**config.mk**
```make
export PLATFORM = sky130hd
export DESIGN_NAME = name_id_allocator
export DESIGN_NICKNAME = d
export VERILOG_FILES = /design/src/sv/nia_pkg.sv /design/src/sv/nia_ram.sv /design/src/sv/name_id_allocator.sv
export VERILOG_INCLUDE_DIRS = /design/src /design/src/sv
export SDC_FILE = /design/constraint.sdc
export NUM_CORES = 2
export LEC_CHECK = 0
export ABC_AREA = 1
export BUFFER_PORTS_ARGS = -buffer_cell sky130_fd_sc_hd__buf_4
export CORE_ASPECT_RATIO = 1.25
export CORE_MARGIN = 4
export CORE_UTILIZATION = 35
export CTS_CLUSTER_SIZE = 14
export DETAILED_ROUTE_END_ITERATION = 10
export SLEW_MARGIN = 10
export SYNTH_ARGS = -nofsm -noshare
export SYNTH_HDL_FRONTEND = slang
export SYNTH_SLANG_ARGS = --single-unit
export TNS_END_PERCENT = 30
```
**constraint.sdc**
```tcl
create_clock -name clk -period 4.55 [get_ports clk]
set_input_delay 0.91 -clock clk [delete_from_list [all_inputs] [get_ports clk]]
set_output_delay 0.91 -clock clk [all_outputs]
set_load 0.01 [all_outputs]
```
**src/sv/assert_macros.svh**
```systemverilog
// Concurrent assertion helpers on clk, disabled or not by rst.
`ifndef ASSERT_MACROS_SVH
`define ASSERT_MACROS_SVH

`define ASSERT_CLK(lbl, prop, msg) \
  lbl: assert property (@(posedge clk) disable iff (rst) prop) else $error(msg);

`define ASSERT_ALWAYS(lbl, prop, msg) \
  lbl: assert property (@(posedge clk) prop) else $error(msg);

`endif

```
**src/sv/nia_pkg.sv**
```systemverilog
package nia_pkg;

  localparam int FREE_DEPTH = 64;
  localparam int MAX_BATCH  = 64;
  localparam int NAME_W     = 32;
  localparam int BATCH_W    = 7;
  localparam int ADDR_W     = $clog2(FREE_DEPTH);
  localparam int CNT_W      = $clog2(FREE_DEPTH + 1);
  localparam int RUN_W      = $clog2(MAX_BATCH + 1);

  localparam logic [NAME_W-1:0] NAME_LIMIT = '1;

  localparam logic [1:0] ST_OK        = 2'd0;
  localparam logic [1:0] ST_EXHAUSTED = 2'd1;
  localparam logic [1:0] ST_FULL      = 2'd2;

  typedef enum logic [1:0] {
    OP_ALLOC   = 2'd0,
    OP_RESERVE = 2'd1,
    OP_RELEASE = 2'd2
  } op_t;

  typedef enum logic [3:0] {
    S_IDLE,
    S_ALLOC,
    S_ALLOC_OUT,
    S_RESERVE,
    S_RELEASE,
    S_SRCH_RD,
    S_SRCH_CMP,
    S_SHIFT_RD,
    S_SHIFT_WR,
    S_RESULT
  } state_t;

  function automatic logic [ADDR_W-1:0] wrap_add(input logic [ADDR_W-1:0] base,
                                                 input logic [ADDR_W-1:0] off);
    logic [ADDR_W:0] sum;
    sum = {1'b0, base} + {1'b0, off};
    if (sum >= (ADDR_W+1)'(FREE_DEPTH)) begin
      sum = sum - (ADDR_W+1)'(FREE_DEPTH);
    end
    return sum[ADDR_W-1:0];
  endfunction

endpackage

```
**src/sv/nia_ram.sv**
```systemverilog
module nia_ram #(
  parameter int DEPTH = 64,
  parameter int WIDTH = 32
) (
  input  logic                     clk,
  input  logic                     wr_en,
  input  logic [$clog2(DEPTH)-1:0] wr_addr,
  input  logic [WIDTH-1:0]         wr_data,
  input  logic                     rd_en,
  input  logic [$clog2(DEPTH)-1:0] rd_addr,
  output logic [WIDTH-1:0]         rd_data
);

  logic [WIDTH-1:0] mem [DEPTH];

  always_ff @(posedge clk) begin
    if (wr_en) begin
      mem[wr_addr] <= wr_data;
    end
  end

  always_ff @(posedge clk) begin
    if (rd_en) begin
      rd_data <= mem[rd_addr];
    end
  end

endmodule

```
**src/sv/name_id_allocator.sv**
```systemverilog
// Allocate gives a name from the counter every cycle while the output is not stalled, and
//   one from the free list by a free-list RAM read and then the result register.
// Reserve reads and compares each free-list entry searched, then reads and writes each
//   entry shifted down after a hit; release writes the list tail. One transfer in at a time.
// Reset (synchronous) clears the counter, the list head and the list count; list RAM
//   contents are not cleared, and entries past the count are never read.
`include "assert_macros.svh"

module name_id_allocator import nia_pkg::*; (
  input  logic               clk,
  input  logic               rst,
  input  logic               in_valid,
  output logic               in_ready,
  input  logic [1:0]         opcode,
  input  logic [NAME_W-1:0]  name_value,
  input  logic [BATCH_W-1:0] batch_count,
  output logic               out_valid,
  input  logic               out_ready,
  output logic [NAME_W-1:0]  out_name,
  output logic [1:0]         status,
  output logic               last_of_run
);

  state_t state, state_next;

  logic [NAME_W-1:0] high_water;
  logic [NAME_W-1:0] cur_name;
  logic [ADDR_W-1:0] head;
  logic [ADDR_W-1:0] idx;
  logic [CNT_W-1:0]  free_count;
  logic [RUN_W-1:0]  remaining;
  logic [RUN_W-1:0]  batch_sat;
  logic [1:0]        res_status;
  logic [CNT_W:0]    idx_p1;
  logic [CNT_W:0]    idx_p2;

  logic              slot_free;
  logic              hw_full;
  logic              list_empty;
  logic              hit;
  logic              accept;
  logic              last_one;

  logic              mem_rd_en;
  logic [ADDR_W-1:0] mem_rd_addr;
  logic [NAME_W-1:0] mem_rd_data;
  logic              mem_wr_en;
  logic [ADDR_W-1:0] mem_wr_addr;
  logic [NAME_W-1:0] mem_wr_data;

  logic              load;
  logic [NAME_W-1:0] ld_name;
  logic [1:0]        ld_status;
  logic              ld_last;

  nia_ram #(
    .DEPTH(FREE_DEPTH),
    .WIDTH(NAME_W)
  ) u_free_ram (
    .clk    (clk),
    .wr_en  (mem_wr_en),
    .wr_addr(mem_wr_addr),
    .wr_data(mem_wr_data),
    .rd_en  (mem_rd_en),
    .rd_addr(mem_rd_addr),
    .rd_data(mem_rd_data)
  );

  assign in_ready   = (state == S_IDLE);
  assign accept     = in_valid && in_ready;
  assign slot_free  = !out_valid || out_ready;
  assign hw_full    = high_water >= (NAME_LIMIT - NAME_W'(1));
  assign list_empty = (free_count == '0);
  assign hit        = (mem_rd_data == cur_name);
  assign last_one   = (remaining == RUN_W'(1));
  assign idx_p1     = (CNT_W+1)'(idx) + (CNT_W+1)'(1);
  assign idx_p2     = (CNT_W+1)'(idx) + (CNT_W+1)'(2);
  assign batch_sat  = (batch_count > BATCH_W'(MAX_BATCH)) ? RUN_W'(MAX_BATCH)
                                                           : RUN_W'(batch_count);

  always_comb begin
    state_next = state;
    case (state)
      S_IDLE: begin
        if (in_valid) begin
          case (op_t'(opcode))
            OP_ALLOC:   if (batch_count != '0) state_next = S_ALLOC;
            OP_RESERVE: state_next = S_RESERVE;
            OP_RELEASE: state_next = S_RELEASE;
            default:    state_next = S_IDLE;
          endcase
        end
      end
      S_ALLOC: begin
        if (!list_empty) begin
          state_next = S_ALLOC_OUT;
        end else if (slot_free && last_one) begin
          state_next = S_IDLE;
        end
      end
      S_ALLOC_OUT: begin
        if (slot_free) begin
          state_next = last_one ? S_IDLE : S_ALLOC;
        end
      end
      S_RESERVE: begin
        if (cur_name >= high_water || list_empty) begin
          state_next = S_RESULT;
        end else begin
          state_next = S_SRCH_RD;
        end
      end
      S_RELEASE:  state_next = S_RESULT;
      S_SRCH_RD:  state_next = S_SRCH_CMP;
      S_SRCH_CMP: begin
        if (hit) begin
          state_next = (idx_p1 < {1'b0, free_count}) ? S_SHIFT_RD : S_RESULT;
        end else begin
          state_next = (idx_p1 < {1'b0, free_count}) ? S_SRCH_RD : S_RESULT;
        end
      end
      S_SHIFT_RD: state_next = S_SHIFT_WR;
      S_SHIFT_WR: state_next = (idx_p2 < {1'b0, free_count}) ? S_SHIFT_RD : S_RESULT;
      S_RESULT: begin
        if (slot_free) state_next = S_IDLE;
      end
      default:    state_next = S_IDLE;
    endcase
  end

  always_comb begin
    mem_rd_en   = 1'b0;
    mem_rd_addr = head;
    mem_wr_en   = 1'b0;
    mem_wr_addr = wrap_add(head, idx);
    mem_wr_data = cur_name;
    load        = 1'b0;
    ld_name     = '0;
    ld_status   = ST_OK;
    ld_last     = 1'b1;
    case (state)
      S_ALLOC: begin
        if (!list_empty) begin
          mem_rd_en = 1'b1;
        end else if (slot_free) begin
          load      = 1'b1;
          ld_name   = hw_full ? '0 : high_water + NAME_W'(1);
          ld_status = hw_full ? ST_EXHAUSTED : ST_OK;
          ld_last   = last_one;
        end
      end
      S_ALLOC_OUT: begin
        if (slot_free) begin
          load    = 1'b1;
          ld_name = mem_rd_data;
          ld_last = last_one;
        end
      end
      S_RELEASE: begin
        mem_wr_en   = (cur_name != '0) && (free_count < CNT_W'(FREE_DEPTH));
        mem_wr_addr = wrap_add(head, free_count[ADDR_W-1:0]);
      end
      S_SRCH_RD: begin
        mem_rd_en   = 1'b1;
        mem_rd_addr = wrap_add(head, idx);
      end
      S_SHIFT_RD: begin
        mem_rd_en   = 1'b1;
        mem_rd_addr = wrap_add(head, idx_p1[ADDR_W-1:0]);
      end
      S_SHIFT_WR: begin
        mem_wr_en   = 1'b1;
        mem_wr_data = mem_rd_data;
      end
      S_RESULT: begin
        load      = slot_free;
        ld_status = res_status;
      end
      default: begin
        load = 1'b0;
      end
    endcase
  end

  always_ff @(posedge clk) begin
    if (rst) begin
      state      <= S_IDLE;
      out_valid  <= 1'b0;
      high_water <= '0;
      free_count <= '0;
      head       <= '0;
      remaining  <= '0;
      idx        <= '0;
    end else begin
      state <= state_next;
      if (load) begin
        out_valid <= 1'b1;
      end else if (out_ready) begin
        out_valid <= 1'b0;
      end
      case (state)
        S_IDLE: begin
          if (accept) begin
            remaining <= batch_sat;
            idx       <= '0;
          end
        end
        S_ALLOC: begin
          if (list_empty && slot_free) begin
            if (!hw_full) high_water <= high_water + NAME_W'(1);
            remaining <= remaining - RUN_W'(1);
          end
        end
        S_ALLOC_OUT: begin
          if (slot_free) begin
            head       <= wrap_add(head, ADDR_W'(1));
            free_count <= free_count - CNT_W'(1);
            remaining  <= remaining - RUN_W'(1);
          end
        end
        S_RESERVE: begin
          if (cur_name >= high_water && !hw_full) begin
            high_water <= high_water + NAME_W'(1);
          end
        end
        S_RELEASE: begin
          if (mem_wr_en) free_count <= free_count + CNT_W'(1);
        end
        S_SRCH_CMP: begin
          if (hit) begin
            if (!(idx_p1 < {1'b0, free_count})) free_count <= free_count - CNT_W'(1);
          end else if (idx_p1 < {1'b0, free_count}) begin
            idx <= idx + ADDR_W'(1);
          end
        end
        S_SHIFT_WR: begin
          idx <= idx + ADDR_W'(1);
          if (!(idx_p2 < {1'b0, free_count})) free_count <= free_count - CNT_W'(1);
        end
        default: begin
          idx <= idx;
        end
      endcase
    end
  end

  always_ff @(posedge clk) begin
    if (accept) begin
      cur_name   <= name_value;
      res_status <= ST_OK;
    end else if (state == S_RESERVE && cur_name >= high_water && hw_full) begin
      res_status <= ST_EXHAUSTED;
    end else if (state == S_RELEASE && cur_name != '0
                 && free_count >= CNT_W'(FREE_DEPTH)) begin
      res_status <= ST_FULL;
    end
    if (load) begin
      out_name    <= ld_name;
      status      <= ld_status;
      last_of_run <= ld_last;
    end
  end

  `ASSERT_CLK(a_count_bound, free_count <= CNT_W'(FREE_DEPTH), "free list count past depth")
  `ASSERT_CLK(a_hw_limit, high_water != NAME_LIMIT, "high water reached name limit")
  `ASSERT_ALWAYS(a_no_overwrite, load |-> (!out_valid || out_ready), "result overwritten")
  `ASSERT_CLK(a_release_count, state == S_RELEASE && mem_wr_en |=>
              free_count == $past(free_count) + CNT_W'(1), "release did not grow list")

endmodule
```
# ---- After elaboration in Yosys (flattened, before gate mapping)
# Memories as Yosys holds them, arrays and structs flattened. A register that Yosys moved wholly into a read port is not among the register bits.
# Index checks and enable logic that the tools add are counted.
dict set report op_classes {
  n_mux 64
  n_reduce_logical 32
  eq_ne 28
  add_sub_neg 15
  magnitude_cmp 11
}
# cell n
set ops {}
lappend ops {{two-way mux 32 bit} 8}
lappend ops {{case mux 32 bit (2 select lines)} 2}
lappend ops {{two-way mux 7 bit} 9}
lappend ops {{two-way mux 6 bit} 8}
lappend ops {{two-way mux 4 bit} 11}
lappend ops {{case mux 4 bit (10 select lines)} 1}
lappend ops {{>= comparator 7 bit (second input constant)} 5}
lappend ops {{adder 32 x 1 -> 32 bit (second input constant)} 1}
lappend ops {{equality test 32 bit} 1}
lappend ops {{>= comparator 32 bit} 1}
lappend ops {{>= comparator 32 bit (second input constant)} 1}
lappend ops {{nonzero test 32 bit} 1}
lappend ops {{case mux 7 bit (4 select lines)} 1}
lappend ops {{!= test 2 bit (second input constant)} 12}
lappend ops {{subtractor 6 x 1 -> 6 bit (second input constant)} 4}
lappend ops {{adder 6 x 6 -> 7 bit} 3}
lappend ops {{case mux 7 bit (3 select lines)} 1}
lappend ops {{case mux 6 bit (3 select lines)} 1}
lappend ops {{equality test 4 x 3 -> 1 bit (second input constant)} 4}
lappend ops {{two-way mux 1 bit} 15}
lappend ops {{adder 6 x 1 -> 7 bit (second input constant)} 2}
lappend ops {{< comparator 7 bit} 2}
lappend ops {{subtractor 7 x 1 -> 7 bit (second input constant)} 2}
lappend ops {{case mux 4 bit (3 select lines)} 1}
lappend ops {{other kinds (32)} 53}
dict set report totals {
  regBits 132
  ramBits 2048
  n_memories 1
  output_inout_bits 37
  wordCells 164
  input_bits 45
}
# memory words word_bits rd rd_clocked_by_memory_dff wr line
set memory_table {}
lappend memory_table {u_free_ram.mem 64 32 1 1 1 nia_ram.sv:14} ;# logic [WIDTH-1:0] mem [DEPTH];

# ---- Depth between registers and ports, before layout
dict set report depth {
  depth_word 6
  mapped_depth 18
  depth_no_buf 17
}

# ---- Hierarchy
# A second synthesis with hierarchy kept.
dict set report unflattened {
  cells_unflattened 8047
  area_unflattened_um2 92527.5
}
# mod instances area_per_inst_um2 seq_area_each_um2 cells_each
set modules_own_cells {}
lappend modules_own_cells {nia_ram 1 83059.7 62459.9 6769}
lappend modules_own_cells {name_id_allocator 1 9467.8 3313.2 1278}

# ---- Least setup slack after synthesis
# No wires, ideal clock.
dict set report synth_path {
  path_type {reg-to-reg}
  start {register state[0]}
  end {memory u_free_ram.mem[0][0], data pin}
  synth_period_minus_slack_ps 4386
  required_time_ps 3848
  setup_time_ps 702
  path_buffers 3
  stages_incl_launch_ff 7
  slack_ps 164
  t_arrival_ps 3684
  cell_sequence {dfxtp_1 buf_4 nor2_1 nand2_1 clkbuf_1 clkbuf_1 o21ai_0}
}
dict set report synth_via {
  elab_chain_len 2
}
# item line
set synth_rtl {}
lappend synth_rtl {{from (decl)} name_id_allocator.sv:24} ;# state_t state, state_next;
lappend synth_rtl {{from (signal assigned)} name_id_allocator.sv:195} ;# state <= state_next;
lappend synth_rtl {{equality test 4 bit} name_id_allocator.sv:141} ;# case (state)
lappend synth_rtl {{two-way mux 32 bit} name_id_allocator.sv:141}
lappend synth_rtl {{net mem_wr_data[0]} name_id_allocator.sv:49} ;# logic [NAME_W-1:0] mem_wr_data;
lappend synth_rtl {{to (decl)} nia_ram.sv:14}
# The timed path passes the listed nets, and every way through them passes these cells.

# ---- Worst setup path after layout
dict set report layout_path {
  start {register idx[1]}
  end {register u_free_ram.rd_data[15] (read register of u_free_ram.mem), data pin}
}
dict set report layout_via {
  elab_chain_len 5
  word_cells_on_any_way 10
  cone_classes {add/sub (5); order compare (2); mux (3)}
}
# item line
set layout_rtl {}
lappend layout_rtl {{from (decl)} name_id_allocator.sv:29} ;# logic [ADDR_W-1:0] idx;
lappend layout_rtl {{from (signal assigned)} name_id_allocator.sv:233} ;# idx <= idx + ADDR_W'(1);
lappend layout_rtl {{from (signal assigned)} name_id_allocator.sv:237} ;# idx <= idx + ADDR_W'(1);
lappend layout_rtl {{from (signal assigned)} name_id_allocator.sv:241} ;# idx <= idx;
lappend layout_rtl {{adder 6 x 1 -> 7 bit} name_id_allocator.sv:76} ;# assign idx_p1 = (CNT_W+1)'(idx) + (CNT_W+1)'(1);
lappend layout_rtl {{adder 6 x 6 -> 7 bit} nia_pkg.sv:39} ;# sum = {1'b0, base} + {1'b0, off};
lappend layout_rtl {{subtractor 6 x 1 -> 6 bit / >= comparator 7 bit (equally long branches)} {nia_pkg.sv:41, nia_pkg.sv:40}}
lappend layout_rtl {{two-way mux 6 bit} nia_pkg.sv:40} ;# if (sum >= (ADDR_W+1)'(FREE_DEPTH)) begin
lappend layout_rtl {{case mux 6 bit (2 select lines) (*)} name_id_allocator.sv:141}
lappend layout_rtl {{to (decl)} nia_ram.sv:11} ;# output logic [WIDTH-1:0] rd_data
# Mark *: on every way between the ends. The rest lies on a longest branch, timed or not.
# A chain may end at the register's enable or synchronous reset.

==> out/summary.txt <==
CP startpoint kind -> register
Worst-path clk slew -> 0.07 ns
Die X -> 490 um
Slew headroom -> 12.3%
Seq pwr share -> 44.4%
Worst clock skew -> 0.0642 ns
Most common cell in the netlist -> edfxtp_1
Synth Register Bits -> 2,212
Post-cts repair resize count -> 0
Share of cells above drive strength 1 -> 7.46%
Cells after Synth -> 10.0k
Post-CTS setup buffer count -> 0
Post-synth top area share -> 63.4%
Switching share of power -> 33.5%
CTS tree -> built
Clock Tree Buf Depth -> 4
Post-synth EDFFs -> 2,147
Area leader, netlist -> edfxtp_1
Initial antenna violation count -> 8
Net Sw Power -> 19.6 mW
CP Max Fanout -> 36
CTS H-tree lvls -> 4
Synth unique cells -> 40
Layout fillers -> 27.6k
Pin count of the biggest net entering global routing -> 170
Starting density of the core -> 35.1%
Multiplexer share of the synthesized area -> 0%
Leakage -> 46.0 nW
Pwr Total -> 58.5 mW
Final Hold Viols -> 0
Minimum clock period -> 4.23 ns
Max cap viols -> 0
GP Congestion -> 0.921
Outcome -> completed
Max-slew violation count -> 0
CTS sink count -> 2,212
Clock Tree Root -> clkbuf_16
GRT Overall Usage -> 20.1%
Drt pass-1 iters -> 8
Top FF cell, synth -> edfxtp_1
Clock latency on the worst-skew pair -> 0.88 ns
IR drop worst, VDD -> 0.444 mV
I/O Pins -> 82
Compound-Gate Fraction of Synth Area -> 1.35%
Combinational share of power -> 26.4%
Actual slew at the worst max-slew pin -> 1.31 ns
Tightest Hold Check Type -> primary input to register
CTS buffer count -> 210
Dpl cells -> 13.5k
Power Dens Cells -> 510 nW/um^2
Row Count -> 221
WL final -> 313,000 um
Core box area -> 290,000 um^2
Part of the cycle the worst path needs -> 93.0%
CP Capture Type -> register
Top cells by area, synth -> edfxtp_1 63%, nand3_1 9.4%, inv_1 7.3%, nand2_1 6.2%, nand4_1 5.1%
Mapped Area -> 102,000 um^2
Die height -> 611 um
Critical path class -> register to register
Worst EP arrival -> 4.94 ns
ANT nets after route -> 0
# port buffers -> 81
GRT overflow -> 0
Final HPWL DP -> 187,000 um
Number of global-route vias before repair -> 70.5k
Worst Path Required -> 5.26 ns
Peak Freq -> 236 MHz
Yosys warnings -> 0
Adder-Cell Fraction of Synth Area -> 0.952%
Post-synthesis sequential area ratio -> 64.6%
Area occupied by multi-input gates -> 26,400 um^2
Core Util, Final -> 39.6%
Post-synth top cells -> 2,147 x edfxtp_1, 1,990 x inv_1, 1,906 x nand3_1
Nets@finish -> 10.1k
RSZ-0062 raised after global routing -> false
Cts hold-fix bufs -> 0
Via count -> 74.0k
DRC errors left -> 0
Post-Synth XOR/XNOR Area -> 0.671%
Pint -> 38.8 mW
Simple-Gate Fraction of Synth Area -> 22.1%
Iteration-0 DRC Markers -> 8,317
Post-synthesis average cell area -> 10.1 um^2
Area grow syn2layout -> 12.6%
Clock network fraction of design power -> 29.1%
Non-Filler Instances -> 13.9k
Main combinational cell family by area after synthesis -> simple AND/OR/NAND/NOR gates
Setup TNS -> 0 ns
Post-Syn Nets -> 10.2k
Wire per inst -> 22.5 um
First-pass GRT wire length -> 463,000 um
Setup violations, final -> 0
Async SR Flop Fraction -> 0%
WHS -> 0.208 ns
FF+latch area -> 65,800 um^2
Die area -> 299,000 um^2
Via-to-Cell Ratio -> 5.32
==> cell type report <==
class,count,share of cell area [%]
clock inverter,108,0.789
multi-input combinational,5171,23.1
antenna,5,0.0109
clock buffer,263,4.82
sequential,2212,57.4
inverter,1996,6.56
tap,3791,4.14
timing repair buffer,354,3.23
==> power by group through the flow <==
stage / registers [mW] / logic (mW) / clock network, mW
4_1_cts: 26.0 / 15.3 / 17.3
2_1_floorplan: 26.4 / 9.12 / 0
6_report: 26.0 / 15.4 / 17.0
3_5_place_dp: 26.4 / 15.3 / 0
3_3_place_gp: 26.4 / 15.0 / 0
5_1_grt: 26.0 / 16.8 / 18.1
==> path summary, 6_finish.rpt <==
| path | from | to | slack, ns | cells past startpoint |
|---|---|---|---|---|
| max | idx[1] | u_free_ram.rd_data[15] | 0.32 | 15 |
| min | name_value[1] | cur_name[1] | 0.21 | 1 |
| max reg2reg | idx[1] | u_free_ram.rd_data[15] | 0.32 | 15 |
| min reg2reg | res_status[0] | res_status[0] | 0.48 | 2 |
==> logic make-up after synthesis <==
family / after synthesis
AND/OR/NAND/NOR: 4765
buffers and inverters: 2648
flip-flops: 2212
AO/OA/AOI/OAI: 253
adder cells (fa/ha/maj): 75
XOR/XNOR: 78
==> state kept, by name, summed over array words and instances (netlist names) <==
| name | count |
|---|---|
| cur_name | 32 |
| last_of_run | 1 |
| free_count | 7 |
| u_free_ram.rd_data | 32 |
| res_status | 2 |
| head | 6 |
| idx | 6 |
| state | 4 |
| out_valid | 1 |
| remaining | 7 |
| out_name | 32 |
| status | 2 |
| u_free_ram.mem | 2048 |
| high_water | 32 |
==> metrics by stage <==
stage                     instance area, um^2  setup slack (ns)
final                                  115000             0.321
after CTS                              115000             0.306
after global placement                 108000             0.236
after global routing                   115000            0.0234
after floorplan                        102000             0.164
after detailed placement               108000             0.280
==> cell usage in the layout (no fill, tap or decap), types with 19 or more instances in the layout <==
| master | synthesis | routed |
|---|---|---|
| a21oi_1 | 57 | 56 |
| buf_12 | 0 | 82 |
| buf_4 | 68 | 271 |
| clkbuf_1 | 312 | 49 |
| clkbuf_16 | 0 | 213 |
| clkinv_1 | 1 | 51 |
| clkinv_2 | 0 | 27 |
| dfxtp_1 | 65 | 65 |
| edfxtp_1 | 2147 | 2147 |
| ha_1 | 71 | 71 |
| inv_1 | 1990 | 1988 |
| nand2_1 | 1688 | 1686 |
| nand3_1 | 1906 | 1904 |
| nand4_1 | 825 | 825 |
| nor2_1 | 300 | 233 |
| nor2_4 | 2 | 69 |
| nor3_1 | 19 | 19 |
| o21ai_0 | 138 | 106 |
| o21ai_4 | 0 | 32 |
| o22ai_1 | 29 | 29 |
| xnor2_1 | 35 | 35 |
| xor2_1 | 43 | 43 |
==> worst max-delay path: stages (launching register included) <==
cell and delay [ns]:
dfxtp_1 0.52, ha_1 0.26, nand2_1 0.08, xor2_1 0.13
inv_1 0.11, ha_1 0.37, a21oi_1 0.15, o21ai_0 0.12
o21ai_0 0.18, a21oi_1 0.11, nor2_4 0.24, clkinv_2 0.51
buf_12 0.43, nand3_1 0.20, nand3_1 0.41, nand2_1 0.22
==> metal layers <==
metal | wire length [um] | track usage, % | vias to the layer above | share of wire, %
met2 | 152000 | 34.1 | 3580 | 49
li1 | - | - | 33682 | -
met1 | 121000 | 25.8 | 36045 | 39
met5 | 45 | 0 | - | 0.014
met4 | 13400 | 8.17 | 8 | 4.3
met3 | 26200 | 3.08 | 684 | 8.4
(Power assumes the default switching activity.)
